### src/hw/rtl/tbri_pkg.sv
package tbri_pkg;

  // Default fixed-point format of the pixel path.
  localparam int FRAC_BITS_DEF  = 14;
  localparam int PIXEL_BITS_DEF = 16;

  // Fixed widths of the register file and of the result word.
  localparam int TRANS_W   = 15;
  localparam int PATH_W    = 15;
  localparam int ALBEDO_W  = 14;
  localparam int CODE_W    = 16;
  localparam int SURF_W    = 16;
  localparam int CFG_IDX_W = 3;
  localparam int CFG_DAT_W = 16;

  // Product of the two transmittances.
  localparam int TT_W = 2 * TRANS_W;

  // Register indexes of the configuration port.
  typedef enum logic [CFG_IDX_W-1:0] {
    REG_PATH   = 3'd0,
    REG_DOWN   = 3'd1,
    REG_UP     = 3'd2,
    REG_ALBEDO = 3'd3,
    REG_NODATA = 3'd4
  } tbri_reg_t;

  // Pixel status codes.
  typedef enum logic [1:0] {
    ST_VALID  = 2'd0,
    ST_NODATA = 2'd1,
    ST_NOROOT = 2'd2,
    ST_REJECT = 2'd3
  } tbri_status_t;

  // Per-pixel decisions that travel down the pipeline with the data.
  typedef struct packed {
    logic last;
    logic reject;
    logic nodata;
    logic noroot;
    logic pos;
    logic sat;
  } tbri_flags_t;

  // Register reset values.
  localparam logic [PATH_W-1:0]   PATH_RST   = '0;
  localparam logic [TRANS_W-1:0]  TRANS_RST  = 15'd16384;
  localparam logic [ALBEDO_W-1:0] ALBEDO_RST = '0;
  localparam logic [CODE_W-1:0]   NODATA_RST = 16'hFFFF;

endpackage

### src/hw/rtl/toa_to_boa_reflectance_inversion.sv
// Per-pixel atmospheric correction: each top-of-atmosphere reflectance word
// becomes a surface reflectance clamped to 0..1.0, with status codes for a
// no-data pixel, a denominator of zero or less, and a zero transmittance.
// The block takes one pixel every clock while in_stall is low and returns
// results in order. Each pixel passes the front-end registers (subtract,
// albedo multiply, denominator add, range checks), the FRAC_BITS + 1 stage
// restoring divider, one quotient bit per stage, and the output register.
// A stall on the output freezes the whole pipeline and is seen at in_stall
// in the same cycle. Registers may be written only while no pixel is in
// flight; cfg_ready is always high.
module toa_to_boa_reflectance_inversion #(
  parameter int FRAC_BITS  = tbri_pkg::FRAC_BITS_DEF,
  parameter int PIXEL_BITS = tbri_pkg::PIXEL_BITS_DEF
) (
  input  logic                             clk,
  input  logic                             rst_n,
  // Pixel input channel.
  input  logic                             in_valid,
  output logic                             in_stall,
  input  logic [PIXEL_BITS-1:0]            in_toa_pixel,
  input  logic                             in_last_pixel,
  // Result channel.
  output logic                             out_valid,
  input  logic                             out_stall,
  output logic [tbri_pkg::SURF_W-1:0]      out_surface_pixel,
  output logic [1:0]                       out_pixel_status,
  output logic                             out_last_out,
  // Register write channel.
  input  logic                             cfg_valid,
  output logic                             cfg_ready,
  input  logic [tbri_pkg::CFG_IDX_W-1:0]   cfg_index,
  input  logic [tbri_pkg::CFG_DAT_W-1:0]   cfg_data
);

  // Signed difference, albedo product, denominator and divider widths.
  localparam int XW  = ((PIXEL_BITS > tbri_pkg::PATH_W) ? PIXEL_BITS : tbri_pkg::PATH_W) + 1;
  localparam int PW  = XW + tbri_pkg::ALBEDO_W + 1;
  localparam int DW  = ((PW > tbri_pkg::TT_W) ? PW : tbri_pkg::TT_W) + 2;
  localparam int CW  = (PIXEL_BITS > tbri_pkg::CODE_W) ? PIXEL_BITS : tbri_pkg::CODE_W;
  localparam int QW  = FRAC_BITS + 1;
  localparam int NS  = FRAC_BITS + 1;
  localparam int SW  = (QW > tbri_pkg::SURF_W) ? QW : tbri_pkg::SURF_W;
  localparam logic [QW-1:0] ONE = QW'(1) << FRAC_BITS;

  // Configuration registers.
  logic [tbri_pkg::PATH_W-1:0]   path_r;
  logic [tbri_pkg::TRANS_W-1:0]  down_r;
  logic [tbri_pkg::TRANS_W-1:0]  up_r;
  logic [tbri_pkg::ALBEDO_W-1:0] albedo_r;
  logic [tbri_pkg::CODE_W-1:0]   nodata_r;
  logic [tbri_pkg::TT_W-1:0]     tt_r;

  // Pipeline advance: everything moves unless a held result is stalled.
  logic adv;

  // Front-end stage registers.
  logic                  s0_valid_r, s1_valid_r, s2_valid_r;
  tbri_pkg::tbri_flags_t s0_flags_r, s1_flags_r, s2_flags_r;
  logic signed [XW-1:0]  s0_x_r, s1_x_r, s2_x_r;
  logic signed [PW-1:0]  s1_p_r;
  logic signed [DW-1:0]  s2_den_r;

  // Divider stage registers; index 0 is loaded by the range-check stage.
  logic                  dv_valid_r [0:NS];
  tbri_pkg::tbri_flags_t dv_flags_r [0:NS];
  logic [DW-1:0]         dv_rem_r   [0:NS];
  logic [DW-1:0]         dv_den_r   [0:NS];
  logic [QW-1:0]         dv_q_r     [0:NS];

  // Output registers.
  logic                      out_valid_r;
  logic [tbri_pkg::SURF_W-1:0] out_surface_r;
  logic [1:0]                out_status_r;
  logic                      out_last_r;

  // Combinational helpers.
  logic signed [XW-1:0]  s0_x_nxt;
  tbri_pkg::tbri_flags_t s0_flags_nxt;
  logic signed [PW-1:0]  s1_p_nxt;
  logic signed [PW-1:0]  s2_p_sh;
  logic signed [DW-1:0]  s2_den_nxt;
  tbri_pkg::tbri_flags_t s3_flags_nxt;
  logic [DW:0]           s3_x_ext;
  logic [DW:0]           s3_den_x2;
  logic [SW-1:0]         out_surface_nxt;
  logic [1:0]            out_status_nxt;

  assign adv       = !(out_valid_r && out_stall);
  assign in_stall  = !adv;
  assign cfg_ready = 1'b1;

  // Register file writes; unknown indexes are ignored.
  always_ff @(posedge clk) begin
    if (!rst_n) begin
      path_r   <= tbri_pkg::PATH_RST;
      down_r   <= tbri_pkg::TRANS_RST;
      up_r     <= tbri_pkg::TRANS_RST;
      albedo_r <= tbri_pkg::ALBEDO_RST;
      nodata_r <= tbri_pkg::NODATA_RST;
    end else if (cfg_valid && cfg_ready) begin
      case (cfg_index)
        tbri_pkg::REG_PATH:   path_r   <= cfg_data[tbri_pkg::PATH_W-1:0];
        tbri_pkg::REG_DOWN:   down_r   <= cfg_data[tbri_pkg::TRANS_W-1:0];
        tbri_pkg::REG_UP:     up_r     <= cfg_data[tbri_pkg::TRANS_W-1:0];
        tbri_pkg::REG_ALBEDO: albedo_r <= cfg_data[tbri_pkg::ALBEDO_W-1:0];
        tbri_pkg::REG_NODATA: nodata_r <= cfg_data;
        default: ;
      endcase
    end
  end

  // The transmittance product depends on registers only, so it is kept
  // precomputed and is ready long before a pixel reaches the adder.
  always_ff @(posedge clk) begin
    tt_r <= (tbri_pkg::TT_W'(down_r) * tbri_pkg::TT_W'(up_r)) >> FRAC_BITS;
  end

  // Stage 0: subtract the path reflectance and classify the pixel.
  always_comb begin
    s0_x_nxt = $signed({1'b0, (XW-1)'(in_toa_pixel)})
             - $signed({1'b0, (XW-1)'(path_r)});
    s0_flags_nxt        = '0;
    s0_flags_nxt.last   = in_last_pixel;
    s0_flags_nxt.reject = (down_r == '0) || (up_r == '0);
    s0_flags_nxt.nodata = (CW'(in_toa_pixel) == CW'(nodata_r));
  end

  // Stage 1: albedo times the signed difference.
  assign s1_p_nxt = PW'($signed({1'b0, albedo_r})) * PW'(s0_x_r);

  // Stage 2: floor-shifted product plus the transmittance term.
  always_comb begin
    s2_p_sh    = s1_p_r >>> FRAC_BITS;
    s2_den_nxt = $signed(DW'(tt_r)) + DW'(s2_p_sh);
  end

  // Stage 3: sign checks and the saturation test x >= 2 * denom, which
  // guarantees the remaining quotient fits in FRAC_BITS + 1 bits.
  always_comb begin
    s3_x_ext            = (DW+1)'(unsigned'(s2_x_r));
    s3_den_x2           = {s2_den_r, 1'b0};
    s3_flags_nxt        = s2_flags_r;
    s3_flags_nxt.noroot = (s2_den_r <= 0);
    s3_flags_nxt.pos    = (s2_x_r > 0);
    s3_flags_nxt.sat    = (s3_x_ext >= s3_den_x2);
  end

  // Front-end pipeline registers.
  always_ff @(posedge clk) begin
    if (!rst_n) begin
      s0_valid_r    <= 1'b0;
      s1_valid_r    <= 1'b0;
      s2_valid_r    <= 1'b0;
      dv_valid_r[0] <= 1'b0;
    end else if (adv) begin
      s0_valid_r    <= in_valid;
      s1_valid_r    <= s0_valid_r;
      s2_valid_r    <= s1_valid_r;
      dv_valid_r[0] <= s2_valid_r;
    end
  end

  always_ff @(posedge clk) begin
    if (adv) begin
      s0_x_r        <= s0_x_nxt;
      s0_flags_r    <= s0_flags_nxt;
      s1_x_r        <= s0_x_r;
      s1_p_r        <= s1_p_nxt;
      s1_flags_r    <= s0_flags_r;
      s2_x_r        <= s1_x_r;
      s2_den_r      <= s2_den_nxt;
      s2_flags_r    <= s1_flags_r;
      dv_flags_r[0] <= s3_flags_nxt;
      dv_rem_r[0]   <= DW'(unsigned'(s2_x_r));
      dv_den_r[0]   <= unsigned'(s2_den_r);
      dv_q_r[0]     <= '0;
    end
  end

  // Restoring divider, one quotient bit per stage, most significant first.
  // The remainder stays below the denominator after each step, so the
  // doubled remainder always fits the register.
  for (genvar j = 0; j < NS; j++) begin : g_div
    logic          ge;
    logic [DW-1:0] sub;
    logic [DW-1:0] rem_nxt;
    logic [QW-1:0] q_nxt;

    always_comb begin
      ge      = (dv_rem_r[j] >= dv_den_r[j]);
      sub     = ge ? (dv_rem_r[j] - dv_den_r[j]) : dv_rem_r[j];
      rem_nxt = {sub[DW-2:0], 1'b0};
      q_nxt   = dv_q_r[j];
      q_nxt[FRAC_BITS-j] = ge;
    end

    always_ff @(posedge clk) begin
      if (!rst_n) begin
        dv_valid_r[j+1] <= 1'b0;
      end else if (adv) begin
        dv_valid_r[j+1] <= dv_valid_r[j];
      end
    end

    always_ff @(posedge clk) begin
      if (adv) begin
        dv_flags_r[j+1] <= dv_flags_r[j];
        dv_rem_r[j+1]   <= rem_nxt;
        dv_den_r[j+1]   <= dv_den_r[j];
        dv_q_r[j+1]     <= q_nxt;
      end
    end
  end

  // Result selection in priority order: reject, no-data, no root, value.
  always_comb begin
    out_surface_nxt = '0;
    out_status_nxt  = tbri_pkg::ST_VALID;
    if (dv_flags_r[NS].reject) begin
      out_status_nxt = tbri_pkg::ST_REJECT;
    end else if (dv_flags_r[NS].nodata) begin
      out_surface_nxt = SW'(nodata_r);
      out_status_nxt  = tbri_pkg::ST_NODATA;
    end else if (dv_flags_r[NS].noroot) begin
      out_status_nxt = tbri_pkg::ST_NOROOT;
    end else if (dv_flags_r[NS].pos) begin
      if (dv_flags_r[NS].sat || (dv_q_r[NS] > ONE)) begin
        out_surface_nxt = SW'(ONE);
      end else begin
        out_surface_nxt = SW'(dv_q_r[NS]);
      end
    end
  end

  // Output register.
  always_ff @(posedge clk) begin
    if (!rst_n) begin
      out_valid_r <= 1'b0;
    end else if (adv) begin
      out_valid_r <= dv_valid_r[NS];
    end
  end

  always_ff @(posedge clk) begin
    if (adv) begin
      out_surface_r <= out_surface_nxt[tbri_pkg::SURF_W-1:0];
      out_status_r  <= out_status_nxt;
      out_last_r    <= dv_flags_r[NS].last;
    end
  end

  assign out_valid         = out_valid_r;
  assign out_surface_pixel = out_surface_r;
  assign out_pixel_status  = out_status_r;
  assign out_last_out      = out_last_r;

endmodule
### config.mk
export PLATFORM = sky130hd
export DESIGN_NAME = toa_to_boa_reflectance_inversion
export DESIGN_NICKNAME = d
export VERILOG_FILES = /design/src/hw/rtl/tbri_pkg.sv /design/src/hw/rtl/toa_to_boa_reflectance_inversion.sv
export SDC_FILE = /design/constraint.sdc
export NUM_CORES = 2
export LEC_CHECK = 0
export BUFFER_PORTS_ARGS = -buffer_cell sky130_fd_sc_hd__buf_2
export CAP_MARGIN = 15
export CORE_MARGIN = 2
export CORE_UTILIZATION = 65
export CTS_CLUSTER_SIZE = 30
export DETAILED_ROUTE_END_ITERATION = 6
export PLACE_DENSITY = 0.86
export SETUP_SLACK_MARGIN = 0.2
export SLEW_MARGIN = 10
export SYNTH_ARGS = -nofsm -noshare
export SYNTH_HDL_FRONTEND = slang
export SYNTH_SLANG_ARGS = --single-unit
### constraint.sdc
create_clock -name clk -period 40 [get_ports clk]
set_input_delay 4 -clock clk [delete_from_list [all_inputs] [get_ports clk]]
set_output_delay 4 -clock clk [all_outputs]
set_load 0.05 [all_outputs]
[Word level (Yosys, flattened, before mapping)]
Memories as Yosys holds them, arrays and structs flattened. A register that Yosys moved wholly into a read port is not among the register bits.
Index checks and enable logic that the tools add are counted.
Word-level totals
  register bits after elaboration: 239
  RAM bits: 1440
  bits of input ports: 41
  memories kept: 5
Operators by class
  $add $sub $neg: 17
  $mul: 2
  $lt $le $gt $ge: 19
  eq/ne operators: 5
  multiplexer cells: 41
  bitwise operators: 16
  reduce and logical (&&, ||, !) cells: 14
Memories
  dv_den_r: depth 16, width 34, read ports 15, clocked after Yosys merged registers in 0, write ports 16, RTL line toa_to_boa_reflectance_inversion.sv:67  | logic [DW-1:0] dv_den_r [0:NS];
  dv_rem_r: depth 16, width 34, read ports 15, clocked after Yosys merged registers in 0, write ports 16, RTL line toa_to_boa_reflectance_inversion.sv:66  | logic [DW-1:0] dv_rem_r [0:NS];
  dv_q_r: depth 16, width 15, read ports 16, clocked after Yosys merged registers in 0, write ports 16, RTL line toa_to_boa_reflectance_inversion.sv:68  | logic [QW-1:0] dv_q_r [0:NS];
  dv_flags_r: depth 16, width 6, read ports 16, clocked after Yosys merged registers in 0, write ports 16, RTL line toa_to_boa_reflectance_inversion.sv:65  | tbri_pkg::tbri_flags_t dv_flags_r [0:NS];
  dv_valid_r: depth 16, width 1, read ports 16, clocked after Yosys merged registers in 1, write ports 16, RTL line toa_to_boa_reflectance_inversion.sv:64  | logic dv_valid_r [0:NS];
Operators by type and width (count)
  greater-or-equal comparator 34 bit: 15
  2-to-1 mux 33 bit: 15
  subtractor 33 bit: 15
  2-to-1 mux 15 bit: 3
  greater-or-equal comparator 17 x 35 -> 1 bit: 1
  <= comparator 34 x 1 -> 1 bit, second input constant: 1
  multiplier 15 x 17 -> 32 bit: 1
  zero test 15 bit: 2
  multiplier 15 x 15 -> 30 bit: 1
  2-to-1 mux 1 bit: 20
  adder 17 x 18 -> 19 bit: 1
  greater-than comparator 17 x 1 -> 1 bit, second input constant: 1
  subtractor 16 x 15 -> 17 bit: 1
  == test 16 bit: 1
  2-to-1 mux 16 bit: 1
  bitwise OR 1 bit: 16
  greater-than comparator 15 bit, second input constant: 1
  AND reduction 2 bit: 5
  == test 3 x 2 -> 1 bit, second input constant: 2
  2-to-1 mux 2 bit: 2
  == test 3 x 1 -> 1 bit, second input constant: 1
  == test 3 bit, second input constant: 1
  zero test 3 bit: 1
  zero test 1 bit: 2
  3 further kinds: 4

[Logic depth before layout (Yosys ltp)]
An unclocked memory read counts as a cell.
  depth after elaboration: 7
  depth in mapped cells: 25

[Worst setup path before layout]
No wires, ideal clock.
  kind: input-to-reg
  start: input out_stall
  end: memory dv_valid_r[0], data pin
  data arrival time: 35.880 ns
  setup slack: 3.807 ns
  cell stages on the path: 3
  cell sequence: nand2_1 > clkbuf_1 > and3_1
RTL lines
  start: declaration: RTL line toa_to_boa_reflectance_inversion.sv:24  | input logic out_stall,
  end: declaration: RTL line toa_to_boa_reflectance_inversion.sv:64

[Worst setup path in the final report]
  start: input out_stall
  end: output in_stall
On the way
  longest elaborated chain between the ends: 1
Ends and longest elaborated chain
  logical AND 1 bit: RTL line toa_to_boa_reflectance_inversion.sv:88  | assign adv = !(out_valid_r && out_stall);
  end: declaration: RTL line toa_to_boa_reflectance_inversion.sv:19  | output logic in_stall,
No other way between the ends.

==> impl_metrics.yaml <==
run_status:
  status: "finished, violations left"
  violations: "DRC"
finish:
  layout-drive-gt1-share_pct: 6.548
  postLayoutCoreUtil_pct: 70.53
  layout.nets: 9115
  area_delta_synth_final_pct: 7.391
  layout_commonest_cell: "edfxtp_1"
  finish.instance_area_mm2: 0.09017
  layout_common_cells: "edfxtp_1 (1,111), inv_1 (958), nand2_1 (784)"
  n_fill_cell: 8746
drt:
  drc: 4
  final_antenna_net_count: 0
  post_drt_wl_per_cell_um: 20.17
  via_per_inst: 6.184
  vias: 60190
  first_iter_violations: 5927
  drtPass1Iterations: 7
  wl_um: 196300
power_and_ir_drop:
  power.switching_uw: 3117
  p_total_uw: 7532
  switching_share_pct: 41.38
  power.density_mw_per_mm2: 83.53
  p_leak_uw: 0.03915
  peakVddDrop_v: 0.00004854
  p_int_uw: 4415
  seqPwrFrac_pct: 31.3
  p_comb_share_pct: 52.7
  p_clk_share_pct: 16.1
placement:
  port-buffer-count: 61
  place_congestion: 0.9645
  dp_slack_ns: 30.84
  dp_hpwl_um: 145400
  placed_area_mm2: 0.08578
clock_tree:
  hold_buffers: 0
  root_buffer: "clkbuf_16"
  ctsResizeCount: 0
  h-tree-depth: 4
  clkLatencyLatePin_ns: 0.79
  clkTransAtPathRegs_ns: 0.06
  postCtsSetupBuffers: 0
  cts_buffer_depth: 3
  cts-buffers-inserted: 132
  clock-sinks: 1207
  cts_tree: "done"
sta:
  final.setup.tns_ns: 0
  fmax_ghz: 0.1097
  slew_viol_final: 0
  layout_setup_ws_ns: 30.88
  setup-violations-final: 0
  min_period_over_period_pct: 22.79
  period_needed_ns: 9.117
  hold_viol: 0
  worstMarginPinSlew_ns: 1.152
  slew_headroom_pct: 23.18
  finClkSkew_ns: 0.03896
  rsz0062_at_grt: "no"
setup_path:
  crit_fanout: 55
  worstSetupEndpointType: "output port"
  rrSetupSlack_ns: 32.78
  required_ns: 36.00
  r2r-end: "s1_p_r[31]"
  crit_type: "input pin to output port"
  worstReg2RegStart: "s0_x_r[16]"
  worstRegToRegCells: 23
  start_kind: "input pin"
  arrival_ns: 5.12
synth:
  synth_seq_cells: 1207
  yosysWarnings: 0
  yosysUniqueCellTypes: 95
  synth.avg_cell_area_um2: 10.57
  netlist_area_mm2: 0.08396
  syn_inst: 7943
  synth-edff-count: 1111
  async_flop_share_pct: 0
  synth_nets: 9099
  synth_seq_area_share_pct: 42.02
  synth_flop_cell: "edfxtp_1"
die:
  placement_rows: 131
  initial_utilization_pct: 65.68
  die_area_mm2: 0.1321
  fp.dieH_um: 363.4
  die_x_um: 363.4
  coreArea_mm2: 0.1278
  ios: 63
global_route:
  grt_overflow_total: 0
  grtUsageTotal_pct: 29.83
  grt_pass1_vias: 59860
  antenna_found_initial: 10
  grt_max_degree: 184
  grt_pass1_wl_um: 312600
worst_hold_path:
  min_from: "dv_flags_r[0][30]"
  min_path_type: "flip-flop to flip-flop"
  hold_end: "dv_flags_r[0][36]"
  hold_depth: 0
job:
  cap_violations: 0
-- cells by family after synthesis --
group	count (synthesis)	share of synthesized area, %
AOI/OAI and AO/OA	1714	13.24
xor gates and xnor gates	419	4.371
adders and majority gates	1115	20.29
buffers and inverters	1172	5.339
DFF	1207	42.02
muxes	180	2.500
other	1	0.004466
and+or+nand+nor	2135	12.23
-- final cells by class --
cell class,count,area (um^2),share of cell area [%]
clock inverters,75,820.8,0.9103
diodes,8,20.02,0.02220
flip-flops and latches,1207,35280,39.13
multi-input cells,5564,44270,49.10
inverters,960,3603,3.996
well taps,1662,2079,2.306
clock buffers,163,3472,3.851
repair buffers,94,618.1,0.6855
-- metal layers --
metal / up-vias / part of all wire, % / wire (um) / track usage (%)
met2: 2438 / 49 / 95680 / 50.30
met4: 8 / 4.2 / 8299 / 12.72
met5: - / 0.028 / 55 / 0
li1: 27930 / - / - / -
met3: 572 / 7.3 / 14310 / 4.807
met1: 29240 / 40 / 77960 / 38.34
-- registers in the layout, summed over array words and instances, names as in the netlist, 17 cells and up --
| name | cells |
|---|---|
| s2_x_r | 17 |
| s2_den_r | 19 |
| s1_p_r | 18 |
| dv_den_r | 285 |
| s0_x_r | 17 |
| s1_x_r | 17 |
| dv_flags_r | 96 |
| dv_rem_r | 479 |
| dv_q_r | 120 |
-- cells in the mapped netlist (189+ instances only) --
library cell  number  area, um^2
edfxtp_1        1111       33360
inv_1            958        3596
nand2_1          785        2947
ha_1             704        8808
a21oi_1          454        2272
fa_1             411        8228
o21ai_0          379        1897
nor2_1           375        1408
and2_1           283        1770
xnor2_1          275        2409
a21o_1           227        1704
clkbuf_1         189       709.4
-- critical path: stages --
cell,delay [ns]
buf_2,0.11
nand2_4,0.47
inv_1,0.25
buf_2,0.28
-- metrics by stage --
| stage | instances | hold WS, ns |
|---|---|---|
| 2_1_floorplan | 7943 | 0.4003 |
| 3_3_place_gp | 9483 | 0.4007 |
| 3_5_place_dp | 9484 | 0.4045 |
| 4_1_cts | 9722 | 0.3998 |
| 5_1_grt | 9731 | 0.4120 |
| 6_report | 9733 | 0.3988 |
-- power by group through the flow --
stage | Clock, uW | Combinational (uW) | Sequential [uW]
global route | 1270 | 4350 | 2390
detailed placement | 0 | 3830 | 2370
global placement | 0 | 3690 | 2350
finish | 1210 | 3970 | 2350
CTS | 1220 | 3890 | 2350
floorplan | 0 | 2990 | 2230
-- how the worst max path moves through the flow --
stage | to | from | slack, ns
after global placement | in_stall | out_stall | 30.90
after CTS | in_stall | out_stall | 30.86
after detailed placement | in_stall | out_stall | 30.84
after global routing | in_stall | out_stall | 30.75
after floorplan | dv_valid_r[0] | out_stall | 3.81
final | in_stall | out_stall | 30.88
No activity file was read; power rests on OpenSTA's default activity.
